$ cat src/rtl/core/modular_inverse_ext_euclid_assert.svh
// Assertion macros for the modular inverse block.
// Included by the RTL files that carry concurrent checks; no other dependencies.
`ifndef MODULAR_INVERSE_EXT_EUCLID_ASSERT_SVH
`define MODULAR_INVERSE_EXT_EUCLID_ASSERT_SVH

// same-cycle implication
`define MIE_ASSERT_IMP(lbl, clk, rstn, ante, cons) \
    lbl: assert property (@(posedge clk) disable iff (!rstn) (ante) |-> (cons)) \
        else $error("modinv: same-cycle check failed");

// next-cycle implication
`define MIE_ASSERT_NXT(lbl, clk, rstn, ante, cons) \
    lbl: assert property (@(posedge clk) disable iff (!rstn) (ante) |=> (cons)) \
        else $error("modinv: next-cycle check failed");

`endif

$ cat src/rtl/core/modinv_pkg.sv
// Shared constants and types for the modular inverse block.
// No dependencies.
`timescale 1ns / 1ps
`default_nettype none

package modinv_pkg;

    localparam int FIELD_W     = 31;
    localparam int IN_TDATA_W  = 32;
    localparam int OUT_TDATA_W = 64;
    localparam int CNT_W       = $clog2(FIELD_W);

    localparam logic [FIELD_W-1:0] MODULUS_RST = FIELD_W'(2);

    typedef logic [1:0] t_state;

    localparam t_state S_IDLE = 2'd0;
    localparam t_state S_CHK  = 2'd1;
    localparam t_state S_DIV  = 2'd2;
    localparam t_state S_UPD  = 2'd3;

endpackage

`default_nettype wire

$ cat src/rtl/core/modular_inverse_ext_euclid.sv
// Modular inverse by the extended Euclidean algorithm, one shared bit-serial unit.
// Depends on modinv_pkg and modular_inverse_ext_euclid_assert.svh.
//
//  port group     dir   width  contents
//  i_s_axis_*     in    32     value[30:0]
//  o_m_axis_*     out   64     inverse[30:0], divisor[61:31]
//  i_cfg_wr_*     in    31     modulus
//
// Each item runs Euclid rounds until the remainder is zero; an out of range
// value (at or above the modulus) finishes after the check alone. Each round
// is 31 restoring-division steps on the shared subtract/compare unit, with the
// quotient times coefficient built by shift-add in the same steps, plus one
// update step and one check step.
// Reset is synchronous, active low; modulus resets to 2.
// Input is refused while an item is in flight; a result held at the output
// stalls the sequencer only when the next result is ready to load.
`timescale 1ns / 1ps
`default_nettype none
`include "modular_inverse_ext_euclid_assert.svh"

module modular_inverse_ext_euclid #(
    parameter int WIDTH = 32
) (
    input  wire logic                               i_clk,
    input  wire logic                               i_rst_n,
    // config: modulus
    input  wire logic                               i_cfg_wr_en,
    input  wire logic [modinv_pkg::FIELD_W-1:0]     i_cfg_wr_data,
    // tdata: [30:0] value, [31] zero pad
    input  wire logic                               i_s_axis_tvalid,
    output logic                                    o_s_axis_tready,
    input  wire logic [modinv_pkg::IN_TDATA_W-1:0]  i_s_axis_tdata,
    // tdata: [30:0] inverse, [61:31] divisor, [63:62] zero pad
    output logic                                    o_m_axis_tvalid,
    input  wire logic                               i_m_axis_tready,
    output logic [modinv_pkg::OUT_TDATA_W-1:0]      o_m_axis_tdata
);
    import modinv_pkg::*;

    localparam int CW = (WIDTH > FIELD_W) ? WIDTH : FIELD_W;

    logic [FIELD_W-1:0] r_modulus;
    t_state             r_state, n_state;
    logic [FIELD_W-1:0] r_mod;
    logic [FIELD_W-1:0] r_rp, r_rc, r_rem, r_dvd;
    logic [WIDTH-1:0]   r_c_prev, r_c_cur, r_acc;
    logic [CNT_W-1:0]   r_cnt;
    logic               r_out_valid;
    logic [FIELD_W-1:0] r_out_inv, r_out_div;

    logic [FIELD_W-1:0] w_value;
    logic               w_in_xfer;
    logic               w_out_free;
    logic [FIELD_W:0]   w_trial;
    logic               w_ge;
    logic signed [CW-1:0] w_coef_ext;
    logic [FIELD_W-1:0] w_lift;
    logic [FIELD_W-1:0] w_inv;
    logic               w_finish;

    assign w_value         = i_s_axis_tdata[FIELD_W-1:0];
    assign o_s_axis_tready = (r_state == S_IDLE);
    assign w_in_xfer       = i_s_axis_tvalid && o_s_axis_tready;
    assign w_out_free      = !r_out_valid || i_m_axis_tready;

    // one restoring-division step
    assign w_trial = {r_rem, r_dvd[FIELD_W-1]};
    assign w_ge    = (w_trial >= {1'b0, r_rc});

    // lift the final coefficient into range (wraps at the field width)
    assign w_coef_ext = CW'($signed(r_c_prev));
    assign w_lift     = r_mod + w_coef_ext[FIELD_W-1:0];
    assign w_inv      = (r_c_prev[WIDTH-1] || (r_c_prev == '0)) ? w_lift
                                                                : w_coef_ext[FIELD_W-1:0];
    assign w_finish   = (r_state == S_CHK) && (r_rc == '0) && w_out_free;

    always_comb begin
        n_state = r_state;
        case (r_state)
            S_IDLE: begin
                if (w_in_xfer) n_state = S_CHK;
            end
            S_CHK: begin
                if (r_rc != '0) n_state = S_DIV;
                else if (w_out_free) n_state = S_IDLE;
            end
            S_DIV: begin
                if (r_cnt == '0) n_state = S_UPD;
            end
            S_UPD: begin
                n_state = S_CHK;
            end
            default: begin
                n_state = S_IDLE;
            end
        endcase
    end

    always_ff @(posedge i_clk) begin
        if (!i_rst_n) begin
            r_state     <= S_IDLE;
            r_modulus   <= MODULUS_RST;
            r_out_valid <= 1'b0;
        end else begin
            r_state <= n_state;
            if (i_cfg_wr_en) r_modulus <= i_cfg_wr_data;
            if (w_finish) r_out_valid <= 1'b1;
            else if (i_m_axis_tready) r_out_valid <= 1'b0;
        end
    end

    always_ff @(posedge i_clk) begin
        case (r_state)
            S_IDLE: begin
                r_c_prev <= '0;
                r_c_cur  <= WIDTH'(1);
                if (w_value >= r_modulus) begin
                    // zero modulus and pair make both result fields zero
                    r_mod <= '0;
                    r_rp  <= '0;
                    r_rc  <= '0;
                end else begin
                    r_mod <= r_modulus;
                    r_rp  <= r_modulus;
                    r_rc  <= w_value;
                end
            end
            S_CHK: begin
                r_rem <= '0;
                r_dvd <= r_rp;
                r_acc <= '0;
                r_cnt <= CNT_W'(FIELD_W - 1);
            end
            S_DIV: begin
                r_rem <= w_ge ? FIELD_W'(w_trial - {1'b0, r_rc}) : w_trial[FIELD_W-1:0];
                r_dvd <= {r_dvd[FIELD_W-2:0], 1'b0};
                r_acc <= {r_acc[WIDTH-2:0], 1'b0} + (w_ge ? r_c_cur : '0);
                r_cnt <= r_cnt - CNT_W'(1);
            end
            S_UPD: begin
                r_rp     <= r_rc;
                r_rc     <= r_rem;
                r_c_prev <= r_c_cur;
                r_c_cur  <= r_c_prev - r_acc;
            end
            default: begin
                r_rem <= r_rem;
            end
        endcase
        if (w_finish) begin
            r_out_inv <= w_inv;
            r_out_div <= r_rp;
        end
    end

    assign o_m_axis_tvalid = r_out_valid;
    assign o_m_axis_tdata  = {{(OUT_TDATA_W - 2 * FIELD_W){1'b0}}, r_out_div, r_out_inv};

    `MIE_ASSERT_NXT(a_busy_after_xfer, i_clk, i_rst_n, w_in_xfer, r_state == S_CHK)
    `MIE_ASSERT_IMP(a_rem_below_div, i_clk, i_rst_n, r_state == S_DIV, r_rem < r_rc)
    `MIE_ASSERT_NXT(a_div_to_upd, i_clk, i_rst_n,
        (r_state == S_DIV) && (r_cnt == '0), r_state == S_UPD)
    `MIE_ASSERT_NXT(a_hold_when_full, i_clk, i_rst_n,
        (r_state == S_CHK) && (r_rc == '0) && r_out_valid && !i_m_axis_tready,
        (r_state == S_CHK) && r_out_valid)
    `MIE_ASSERT_NXT(a_upd_divisor_nz, i_clk, i_rst_n, r_state == S_UPD, r_rp != '0)

endmodule

`default_nettype wire

$ cat config.mk
export PLATFORM = sky130hd
export DESIGN_NAME = modular_inverse_ext_euclid
export DESIGN_NICKNAME = d
export VERILOG_FILES = /design/src/rtl/core/modinv_pkg.sv /design/src/rtl/core/modular_inverse_ext_euclid.sv
export VERILOG_INCLUDE_DIRS = /design/src /design/src/rtl/core
export SDC_FILE = /design/constraint.sdc
export NUM_CORES = 1
export LEC_CHECK = 0
export BUFFER_PORTS_ARGS = -buffer_cell sky130_fd_sc_hd__clkbuf_2
export CAP_MARGIN = 20
export CELL_PAD_IN_SITES_DETAIL_PLACEMENT = 1
export CELL_PAD_IN_SITES_GLOBAL_PLACEMENT = 1
export CORE_UTILIZATION = 53
export DETAILED_ROUTE_END_ITERATION = 12
export PLACE_DENSITY = 0.84
export SYNTH_ARGS = -nofsm -noshare
export SYNTH_HDL_FRONTEND = slang
export SYNTH_SLANG_ARGS = --single-unit
$ cat constraint.sdc
create_clock -name i_clk -period 14.77 [get_ports i_clk]
set_clock_uncertainty 0.05 [all_clocks]
set_input_delay 0.7385 -clock i_clk [delete_from_list [all_inputs] [get_ports i_clk]]
set_output_delay 0.7385 -clock i_clk [all_outputs]
set_load 0.03 [all_outputs]
After elaboration in Yosys (flattened, before gate mapping)
Index checks and enable logic that the tools add are counted.

Equality and inequality tests: 6. Reduce and logical (&&, ||, !) cells: 15. Add/subtract/negate cells: 5. Mux-type cells: 20. $lt $le $gt $ge: 2.

Operators by type and width (number): 31-bit case mux with 2 select lines (4); 32-bit case mux with 2 select lines (3); 31-bit 2-to-1 mux (4); 32-bit adder (1); 32-bit by 31-bit >= comparator with 1-bit output (1); 32-bit logical NOT (1); 32-bit 2-to-1 mux (1); 32-bit subtractor (1); 31-bit adder (1); 31-bit >= comparator (1); 31-bit logical NOT (1); 31-bit nonzero test (1); 31-bit subtractor (1); 5-bit case mux with 2 select lines (1); 2-bit 2-to-1 mux (4); 2-bit case mux with 4 select lines (1); 2-bit nonzero test (3); 5-bit logical NOT (1); 5-bit by 1-bit subtractor with 5-bit output (second input constant) (1); 2-bit == test (second input constant) (2); 1-bit logical AND (3); 3-bit by 2-bit inequality test with 1-bit output (second input constant) (1); 3-bit AND reduction (1); 2-bit by 1-bit == test with 1-bit output (second input constant) (1); other kinds (6) (8).

Word-level logic and storage cells: 62. Output and inout bits: 66. Bits of input ports: 68. Flip-flop bits (word level): 352.

Depth between registers and ports, before layout
Gate-level depths: netlist (run 1).

Depth after elaboration: 5. Gate-level depth with buffers: 23. Mapped depth without buffers: 21.

Worst setup path after synthesis (run 1)
Ideal clock, no wire load.

Kind: reg-to-reg. From: reg r_state[0]. To: reg r_c_cur[0] (enable). Path buffers: 0. Slack: 8.241 ns. Arrival: 5.747 ns. Clock period less this slack: 6.529 ns. Library setup time: 0.732 ns. Data required time: 13.988 ns. Stages on the path, launching flop included: 4. Path through: dfxtp_1 -> inv_1 -> ha_1 -> inv_1.

Longest elaborated chain between the ends: 2.

RTL lines: start: declaration (RTL line modular_inverse_ext_euclid.sv:43) `t_state r_state, n_state;`; start signal: assignment (RTL line modular_inverse_ext_euclid.sv:105) `r_state <= n_state;`; 2-bit == test / 2-bit logical NOT (equally long branches) (RTL line modular_inverse_ext_euclid.sv:113) `case (r_state)`; 2-bit nonzero test (no line) *; end signal: assignment (RTL line modular_inverse_ext_euclid.sv:144) `r_c_cur <= r_c_prev - r_acc;`; end: declaration (RTL line modular_inverse_ext_euclid.sv:46) `logic [WIDTH-1:0] r_c_prev, r_c_cur, r_acc;`.

Mark *: on every way between the ends. The rest lies on a longest branch, timed or not. A chain may end at the register's enable or synchronous reset.

Worst setup path in the final report (run 1)
From: reg r_rc[0]. To: reg r_acc[31], data pin.

Longest elaborated chain between the ends: 4.

RTL lines: start: declaration (RTL line modular_inverse_ext_euclid.sv:45) `logic [FIELD_W-1:0] r_rp, r_rc, r_rem, r_dvd;`; start signal: assignment (RTL line modular_inverse_ext_euclid.sv:125) `r_rc <= w_value;`; start signal: assignment (RTL line modular_inverse_ext_euclid.sv:142) `r_rc <= r_rem;`; 32-bit by 31-bit >= comparator with 1-bit output (RTL line modular_inverse_ext_euclid.sv:68) `assign w_ge = (w_trial >= {1'b0, r_rc});`; 32-bit 2-to-1 mux (RTL line modular_inverse_ext_euclid.sv:137) `r_acc <= {r_acc[WIDTH-2:0], 1'b0} + (w_ge ? r_c_cur : '0);`; 32-bit adder (RTL line modular_inverse_ext_euclid.sv:137); 32-bit case mux with 2 select lines (RTL line modular_inverse_ext_euclid.sv:113); end signal: assignment (RTL line modular_inverse_ext_euclid.sv:137); end: declaration (RTL line modular_inverse_ext_euclid.sv:46).

No other way between the ends.

==> results.md, run 1 <==
- The run finished with clean final reports.
- The residual antenna-violating net count after detailed routing is 0.
- The period utilization is 46.8%.
- The layout has 4,324 filler cells.
- The number of hold-slack violations in the final timing report is 0.
- The kind of start point of the critical path is a flop.
- In this run the static leakage power is 9.85 nW.
- For this run, the number of Yosys warnings is 0.
- Counting cells, the worst reg-to-reg path comes to 21.
- The number of antenna violations at the first check in global routing was 0.
- The final weighted congestion in routability-driven placement is 0.898.
- The clock buffer count from CTS is 40.
- Before antenna repair, the detailed router went through 5 iterations.
- The post-synthesis cell count is 2,066.
- The post-synthesis async set-or-reset flop share is 0%.
- The clock period could shrink to 6.92 ns.
- Prior to clock tree synthesis, the placed netlist has a worst setup slack of roughly 8.2 ns.
- After synthesis the cells add up to 21,300 sq um.
- The final antenna diode count is 0.
- The sequential-to-total area share from yosys stat is 48.0%.
- The cell taking the most area after synthesis is sky130_fd_sc_hd__edfxtp_1.
- The die boundary width is 202 um.
- Yosys attributes the largest share of cell area to sky130_fd_sc_hd__edfxtp_1 (45%), sky130_fd_sc_hd__ha_1 (9.3%), sky130_fd_sc_hd__and2_1 (3.3%), sky130_fd_sc_hd__a21oi_1 (3.3%), sky130_fd_sc_hd__dfxtp_1 (3.2%).
- IR analysis of the VDD net gives a maximum drop of approximately 0.15 mV.
- The floorplan step defined a die boundary enclosing 41,000 sq um.
- The capturing point of the worst reg2reg path is r_acc[31].
- The total half-perimeter wirelength after legalization and detailed placement is 45.5 mm.
- Once routing completed, OpenROAD measured the worst setup slack at 7.85 ns.
- The power density relative to cell area is 160 nW/um^2.
- Setup repair after global routing left no endpoint under its margin.
- From bottom edge to top edge, the die measures 202 um.
- In this run, the number of DRC markers left after iteration 0 of detailed routing was about 1,200.
- The worst hold path was traced through 3 stages.
- The worst setup path is of the reg2reg kind.
- The origin of the worst setup path is r_rc[0].
- For this design, the sink count on the clock tree is 352.
- Once the floorplan was initialized, standard cells occupied between 50% and 60% of the core.
- The routed layout has 16,900 vias.
- The later pin in the worst-skew pair is clocked with a latency of 0.59 ns.
- STA puts the critical path data required time at 15.04 ns.
- Across the run, the number of max-cap violations was 0.
- The most common cell in the synthesized netlist is sky130_fd_sc_hd__edfxtp_1.
- The register-to-register setup slack is 7.85 ns.
- The number of placement rows is 73.
- The area share of the leading cell type in the synthesized netlist is 44.8%.
- The post-layout instance area is 23,800 sq um.
- The max-slew violation total from the final report is 0.
- The critical path endpoint category is a flop.
- The multi-input combinational cells in the finished layout cover a total of 10,300 sq um.
- The commonest cells after synthesis are sky130_fd_sc_hd__edfxtp_1 (318), sky130_fd_sc_hd__nand2_1 (173), sky130_fd_sc_hd__ha_1 (159), sky130_fd_sc_hd__inv_1 (142), sky130_fd_sc_hd__a21oi_1 (141).
- For this design the top-level I/O count stands at 134.
- In this run the worst setup path terminates at r_acc[31].
- The total of endpoints with negative setup slack in the final report is 0.
- The maximum number of pins on one net before global-route repair is 112.
- Of all nets on the critical path, the largest fanout is 56.
- The first global-routing pass estimated 102 mm of wire.
- In the final layout, the share of cells above drive strength 1 is 11.7%.
- The floorplan step defined a core boundary enclosing 39,600 sq um.
- The number of remaining DRC errors is 0.
- Once the clock tree was built, the resizer swapped 0 gates to a different size.
- The number of synthesized flops with an enable pin is 318.
- Across every metal layer, demand over resource in global routing totals 32.0%.
- The final net count is 2,404.
- The H-tree generated during clock tree synthesis spans 2 levels.
- The maximum clock insertion buffer count is 3.
- Relative to the synthesized area, the layout overhead comes to 11.6%.
- The accumulated negative setup slack is 0 ns.
- The main flop type after synthesis is sky130_fd_sc_hd__edfxtp_1.
- At the pin with the least slew margin, the transition time is 1.05 ns.
- The netlist uses 71 different library cells.
- The type of the most critical hold path is in2reg.
- Port buffering added 130 buffers.
- The wire length per cell is 23.8 um.
- The maximum clock frequency is 0.145 GHz.
- Averaged over all synthesized cells, the footprint is 10.3 sq um.
- After clock tree synthesis, the clock-pin slew on the worst setup and hold paths is 0.06 ns.
- The relative slew slack is 29.7%.
- The clock tree root buffer cell is sky130_fd_sc_hd__clkbuf_16.
- The buffers inserted during post-CTS setup optimization is 0.
- The aggregate routed wire length is 64.9 mm.
- Once placement finished, the instance area stood at 22,400 sq um.
- The startpoint of the worst-slack reg-to-reg timing path is r_rc[0].
- The remaining global-route overflow is 0.
- The combined flip-flop and latch cell area is about 10,000 sq um.
- At the worst endpoint, the arrival time is 7.19 ns.
- The number of global-route vias before repair came to 17,800.
- Using the TritonRoute via totals, the vias-per-cell ratio works out to 6.19.
- The register bit count reported by yosys is 352.
- The startpoint of the tightest hold check path is i_cfg_wr_data[15].
- The count of hold-fix buffers inserted at cts is 0.
- TritonCTS built the clock tree.
-- layer usage --
metal	vias to the layer above	share of wire [%]	track usage [%]
met5	-	0	0
met4	0	3.2	11.4
met3	132	6.2	5.26
met2	586	48	53.6
met1	8418	43	41.9
li1	7744	-	-
-- registers in the layout, summed over array words and instances, names as in the netlist --
signal	count
r_rc	31
r_dvd	31
r_rem	31
r_state	2
r_out_inv	31
r_out_div	31
r_c_prev	32
r_modulus	31
r_rp	31
r_acc	32
o_m_axis_tvalid	1
r_mod	31
r_cnt	5
r_c_cur	32
-- layout by cell type (no fill, tap or decap), drive strengths merged, types with 56 or more instances in the layout --
cell type	synthesis	layout
ha	159	159
edfxtp	318	318
inv	142	144
nand2b	56	56
nand2	173	173
o21ai	110	110
nor2	135	135
and2	113	113
xnor2	59	59
a21o	59	59
a21oi	141	141
clkbuf	59	181
-- stage by stage --
step	util, %	power, mW	hold WS, ns	instances
floorplan	-	2.36	0.368	2067
global placement	56.6	2.66	0.381	2654
detailed placement	56.6	2.75	0.386	2654
CTS	59.8	3.78	0.329	2726
global route	60.0	3.99	0.367	2728
finish	60.0	3.80	0.350	2728
-- worst min-delay path by stage --
stage,to,slack [ns]
final,r_modulus[15],0.35
after global routing,r_modulus[10],0.37
after CTS,r_modulus[16],0.33
after detailed placement,r_out_div[8],0.39
after global placement,r_out_div[30],0.38
after floorplan,r_out_div[0],0.37
-- kinds of logic (layout without fill, tap and decap cells) --
logic type / Yosys count / in the layout / share of synthesized area [%]
mux: 72 / 72 / 3.61
xor+xnor: 84 / 84 / 3.45
flops: 352 / 352 / 48.0
simple gates: 666 / 666 / 15.9
other cells: 1 / 2 / 0.0176
fa+ha+maj: 163 / 163 / 9.72
buf+inv: 220 / 356 / 3.96
compound gates: 508 / 508 / 15.3
-- layout make-up --
type	instances	share of cell area [%]
multi-input combinational	1495	43.3
sequential	352	43.0
clock buffer	51	4.47
timing repair buffer	142	3.25
tap	525	2.76
inverter	142	2.25
clock inverter	21	0.900
-- report_power, final --
group	total (mW)	internal (mW)	switching [mW]	leakage (nW)
Combinational	1.37	0.509	0.856	5.72
Clock	1.01	0.567	0.442	0.625
Sequential	1.43	1.30	0.132	3.50
-- critical path: stages, from the launching register on --
cell	delay, ns
sky130_fd_sc_hd__edfxtp_1	0.54
sky130_fd_sc_hd__ha_1	0.30
sky130_fd_sc_hd__fa_1	0.39
sky130_fd_sc_hd__nand2b_1	0.20
sky130_fd_sc_hd__a21oi_1	0.31
sky130_fd_sc_hd__nor4_1	0.12
sky130_fd_sc_hd__nor2_1	0.33
sky130_fd_sc_hd__a211oi_1	0.25
sky130_fd_sc_hd__nor2_4	0.55
sky130_fd_sc_hd__buf_4	0.57
sky130_fd_sc_hd__and2_1	0.23
sky130_fd_sc_hd__ha_1	0.24
sky130_fd_sc_hd__fa_1	0.27
sky130_fd_sc_hd__a211oi_1	0.13
sky130_fd_sc_hd__o211ai_1	0.42
sky130_fd_sc_hd__a32oi_1	0.31
sky130_fd_sc_hd__nor3_1	0.46
sky130_fd_sc_hd__o2111ai_1	0.27
sky130_fd_sc_hd__a21oi_1	0.22
sky130_fd_sc_hd__o22ai_1	0.14
sky130_fd_sc_hd__xnor2_1	0.14
sky130_fd_sc_hd__and2_1	0.15
No activity file was read; power rests on OpenSTA's default activity.
==> run 2: changes to the inputs <==
- ABC_AREA: default -> 1
- CORE_UTILIZATION: 53 -> 47
- PLACE_DENSITY: 0.84 -> 0.79
- clock period: 14.77 -> 6.5 ns (I/O delays scaled with it)
==> run 2 against run 1 <==
Against the previous run:
- sequential power increased to 3.2 times the previous value
- setup slack lost 6.5 ns
- cell area increased by 4.6%
- power increased to 4.0 times the previous value
- global-route usage decreased by 0.21 points
- cell count is 28% higher
- via count increased by 18%
- sequential share of layout area decreased by 1.9 points
- combinational power rose to 6.0 times the previous value
- highest routed layer unchanged
- critical path depth up 3
==> results.md, run 2 <==
- The flow ran to the end, and the final reports show no timing, DRC or antenna violations.
- Traced cell by cell, the critical path runs through ha_1 > fa_1 > inv_1 > nand2_1 > nand2_1 > nand3_1 > nand2_1 > nand2_1 > nand3_1 > nand2_2 > nand2_4 > inv_2 > nor2_1 > ha_1 > nand3_1 > nand3_1 > a21boi_2 > o21bai_1 > nand2_1 > nand2_1 > nand2_1 > nand2_1 > o21ai_0 > nor2_1.
- In the synthesized netlist the async set-or-reset flop fraction comes to 0%.
- The number of remaining DRC errors is 0.
- CTS placed an instance of sky130_fd_sc_hd__clkbuf_16 at the clock tree root.
- In the post-synthesis netlist, the biggest area contributors are sky130_fd_sc_hd__edfxtp_1 (43%), sky130_fd_sc_hd__nand2_1 (11%), sky130_fd_sc_hd__ha_1 (9.0%), sky130_fd_sc_hd__a21oi_1 (5.9%), sky130_fd_sc_hd__inv_1 (5.6%).
- At the pin with the least slew margin, the transition time is 1.13 ns.
- The startpoint of the worst-slack reg-to-reg timing path is r_rc[0].
- The via count is 20,000.
- The library cells used most frequently in the layout, excluding fill and tap cells, are sky130_fd_sc_hd__nand2_1 (653), sky130_fd_sc_hd__inv_1 (329), sky130_fd_sc_hd__edfxtp_1 (318).
- In this run the worst setup path terminates at r_acc[22].
- Summing every instance area after synthesis gives 22,200 sq um.
- Of the cells placed in the final design, the portion with a size suffix greater than 1 is 8.60%.
- The register-to-register setup slack is about 1.4 ns.
- The critical path runs through a total of 24 cells.
- The number of hold-slack violations in the final timing report is 0.
- The sequential-to-total area share from yosys stat is 46.0%.
- The kind of start point of the critical path is a flop.
- Timing would allow up to 0.195 GHz.
- The number of global-route vias before repair came to approximately 20,000.
- The count of nets left with antenna violations once routing finished came out at 0.
- The synthesis warning total is 0.
- In this run the standard cell core region covers 46,600 sq um.
- Cell internal power was estimated by the tool at 7.64 mW.
- Along the worst path, the maximum fanout reaches 59.
- The count of H-tree levels built during CTS is 2.
- The family with the most delay on the worst path is simple AND/OR/NAND/NOR gates.
- The type of the most critical hold path is in2reg.
- For this run, the number of standard cells in the final layout without fillers is 3,480.
- The buffers inserted during post-CTS setup optimization is 0.
- The cell taking the most area after synthesis is sky130_fd_sc_hd__edfxtp_1.
- The aggregate global-route resource usage is 31.8%.
- Summed over all cells, the static leakage comes to 11.0 nW.
- After technology mapping, the gate count stands at 2,716.
- The proportion of synthesized area in mux cells is 0%.
- During I/O placement, the number of pins put on the boundary was 134.
- The post-synthesis average cell area is 8.18 sq um.
- Summing the areas of all compound-gate instances in the mapped netlist gives 14.3% of the synthesized area.
- The logic gate share of total power is 54.5%.
- The floorplan has between 70 and 80 rows.
- The accumulated negative setup slack is 0 ns.
- The critical path start-end classification is reg2reg.
- The adder-cell share of the synthesized area is 9.31%.
- The clock reaches the later pin of the worst-skew pair after between 0.5 and 0.6 ns.
- The number of antenna violations at the first check in global routing is 1.
- The effective utilization at floorplan is between 40 and 50%.
- The final net count is 3,071.
- For this design the ratio of total power to cell area is ~610 nW/um^2.
- The number of vias per cell after detailed routing is between 5 and 6.
- The wire length per cell is approximately 22 um.
- The critical path required time is 6.79 ns.
- The total half-perimeter wirelength after legalization and detailed placement is between 50 and 60 mm.
- Per report_power, the clock group accounts for between 15 and 20% of the total.
- The commonest cells after synthesis are sky130_fd_sc_hd__nand2_1 (653), sky130_fd_sc_hd__inv_1 (330), sky130_fd_sc_hd__edfxtp_1 (318), sky130_fd_sc_hd__nor2_1 (281), sky130_fd_sc_hd__a21oi_1 (264).
- Across the VDD grid, the largest voltage drop is around 0.56 mV.
- The arrival time reported for the critical path endpoint is 5.40 ns.
- Setup repair after global routing left no endpoint under its margin.
- Wires add up to 76.2 mm.
- Hold is met by 0.0193 ns.
- Among the stages of the critical path, the cell type that occurs most often is sky130_fd_sc_hd__nand2_1.
- For this design the total switching power over the nets is roughly 7.5 mW.
- Setup violations remaining at the end of the flow were counted as 0.
- The capturing point of the worst reg2reg path is r_acc[22].
- Of the total synthesized cell area, the portion taken by AND, OR, NAND and NOR gates is roughly 22%.
- The die boundary width is 219 um.
- The maximum clock insertion buffer count is 3.
- The area added between synthesis and finish is 11.9%.
- Entering global routing, the biggest net connects 76 pins.
- In this run, the number of DRC markers left after iteration 0 of detailed routing was 1,691.
- sky130_fd_sc_hd__nand2_1 is the most common cell in the netlist.
- Dividing the final minimum period by the clock period gives 78.7%.
- The main flop type after synthesis is sky130_fd_sc_hd__edfxtp_1.
- The relative slew slack is 24.3%.
- In this run the worst setup path begins at r_rc[0].
- Yosys mapped a number of flops with a built-in enable equal to 318.
- The first-pass GRT wire length is about 120 mm.
- The number of max-capacitance violations reported is 0.
- The max-slew violation total from the final report is 0.
- The area share of the leading cell type in the synthesized netlist is between 40% and 50%.
- The clock transition at the registers of the reported paths is around 0.06 ns.
- Per report_power, the sequential group accounts for 29.9% of the total.
- Before antenna repair, the detailed router went through 6 iterations.
- TritonCTS built the clock tree.
- The worst register-to-register path has a depth of 24.
- STA classifies the critical path endpoint as a flop.
- In this run switching power makes up 49.7% of total power.
- Including well taps, the total number of placed cells is between 3,000 and 4,000.
- The largest registers in the layout are r_acc x32, r_c_cur x32, r_c_prev x32.
- The clock buffer count from CTS is 41.
- The buffers plus inverters on the worst setup path is 2.
- Once layout is done, the placed cells without fillers occupy around 25,000 sq um.
- The slowest cell on the critical path is sky130_fd_sc_hd__inv_2.
- The synthesized design contains about 350 register bits.
- The final weighted congestion in routability-driven placement is around 0.95.
- The number of distinct library cell variants in the gate-level netlist after synthesis is 51.
- After layout, the minimum clock period comes to 5.12 ns.
- From bottom edge to top edge, the die measures 219 um.
- Counting every sink on the clock net gives 352.
- The placed standard-cell area is about 23,000 sq um.
- The area enclosed by the die boundary is 48,100 sq um.
- In this design, the stage delay of the slowest critical-path cell is 0.49 ns.
- The synthesized netlist devotes 1.18% of its cell area to XOR and XNOR gates.
- The leading cell type in the layout, fill and taps excluded is sky130_fd_sc_hd__nand2_1.
- By area, the combinational part of the netlist is dominated by simple AND/OR/NAND/NOR gates.
- Summed over all layers, the global routing overflow is 0.
- The post-CTS resize count is 0.
- The count of port buffers added during placement is 130.
[run 2: changes by cell type after synthesis, sizes merged, moves of 109 or more]
| cell | change |
|---|---|
| nand2 | +488 |
| inv | +194 |
| nor2 | +150 |
| o21ai | +140 |
| a21oi | +127 |
| and2 | -109 |
[run 2: metrics by stage]
stage	total power, mW	worst slack (ns)	util, %
after floorplan	10.1	1.58	-
after global placement	12.3	1.54	50.3
after detailed placement	12.7	1.35	50.3
after CTS	15.1	1.37	53.4
after global routing	16.3	0.901	53.4
final	15.2	1.38	53.4
[run 2: final cells by class]
cell class,count,area (sq um)
clock buffers,60,1150
inverters,337,1270
clock inverters,15,206
flip-flops and latches,352,10200
well taps,607,759
diodes,1,2.50
fillers,5724,21700
repair buffers,151,833
multi-input cells,1957,10400
[run 2: per-layer routing]
metal | global-route usage [%] | vias to the layer above | share of wire, %
met4 | 10.7 | 0 | 3.3
met1 | 46.0 | 9777 | 46
met3 | 3.24 | 109 | 6.2
met2 | 49.5 | 642 | 44
li1 | - | 9473 | -
met5 | 0 | - | 0
[run 2: kinds of logic (layout without fill, tap and decap cells)]
group           after synthesis  count (layout)
compound gates              590             590
xor+xnor                     30              30
fa+ha+maj                   163             163
buf+inv                     408             563
flops                       352             352
other cells                   1               3
simple gates               1172            1172
[run 2: worst reg2reg max path: cells and delay by family (launching register included)]
kind	cells	cell delay, ns
AND/OR/NAND/NOR	16	2.14
adder cells (fa/ha/maj)	3	1.00
flip-flops	1	0.44
buffers and inverters	2	0.57
AO/OA/AOI/OAI	3	0.66
[run 2: worst min path at each step]
| stage | end | startpoint | cells past startpoint | slack [ns] |
|---|---|---|---|---|
| after floorplan | r_out_div[0] | r_rp[0] | 0 | 0.38 |
| after global placement | r_out_div[28] | r_rp[28] | 0 | 0.38 |
| after detailed placement | r_out_div[19] | r_rp[19] | 0 | 0.39 |
| after CTS | r_modulus[2] | i_cfg_wr_data[2] | 3 | 0.002 |
| after global routing | r_modulus[5] | i_cfg_wr_data[5] | 3 | 0.03 |
| final | r_modulus[2] | i_cfg_wr_data[2] | 3 | 0.02 |
[run 2: what timing repair did]
action,4_1_cts,5_1_grt
endpoints found under the hold margin,8,0
hold buffers,10,0
endpoints found under the setup margin,0,0
[run 2: power by group through the flow]
| stage | Sequential [mW] | Clock, mW | Combinational [mW] |
|---|---|---|---|
| after floorplan | 4.27 | 0 | 5.85 |
| after global placement | 4.50 | 0 | 7.79 |
| after detailed placement | 4.56 | 0 | 8.11 |
| after CTS | 4.52 | 2.38 | 8.19 |
| after global routing | 4.61 | 2.46 | 9.19 |
| final | 4.55 | 2.36 | 8.28 |
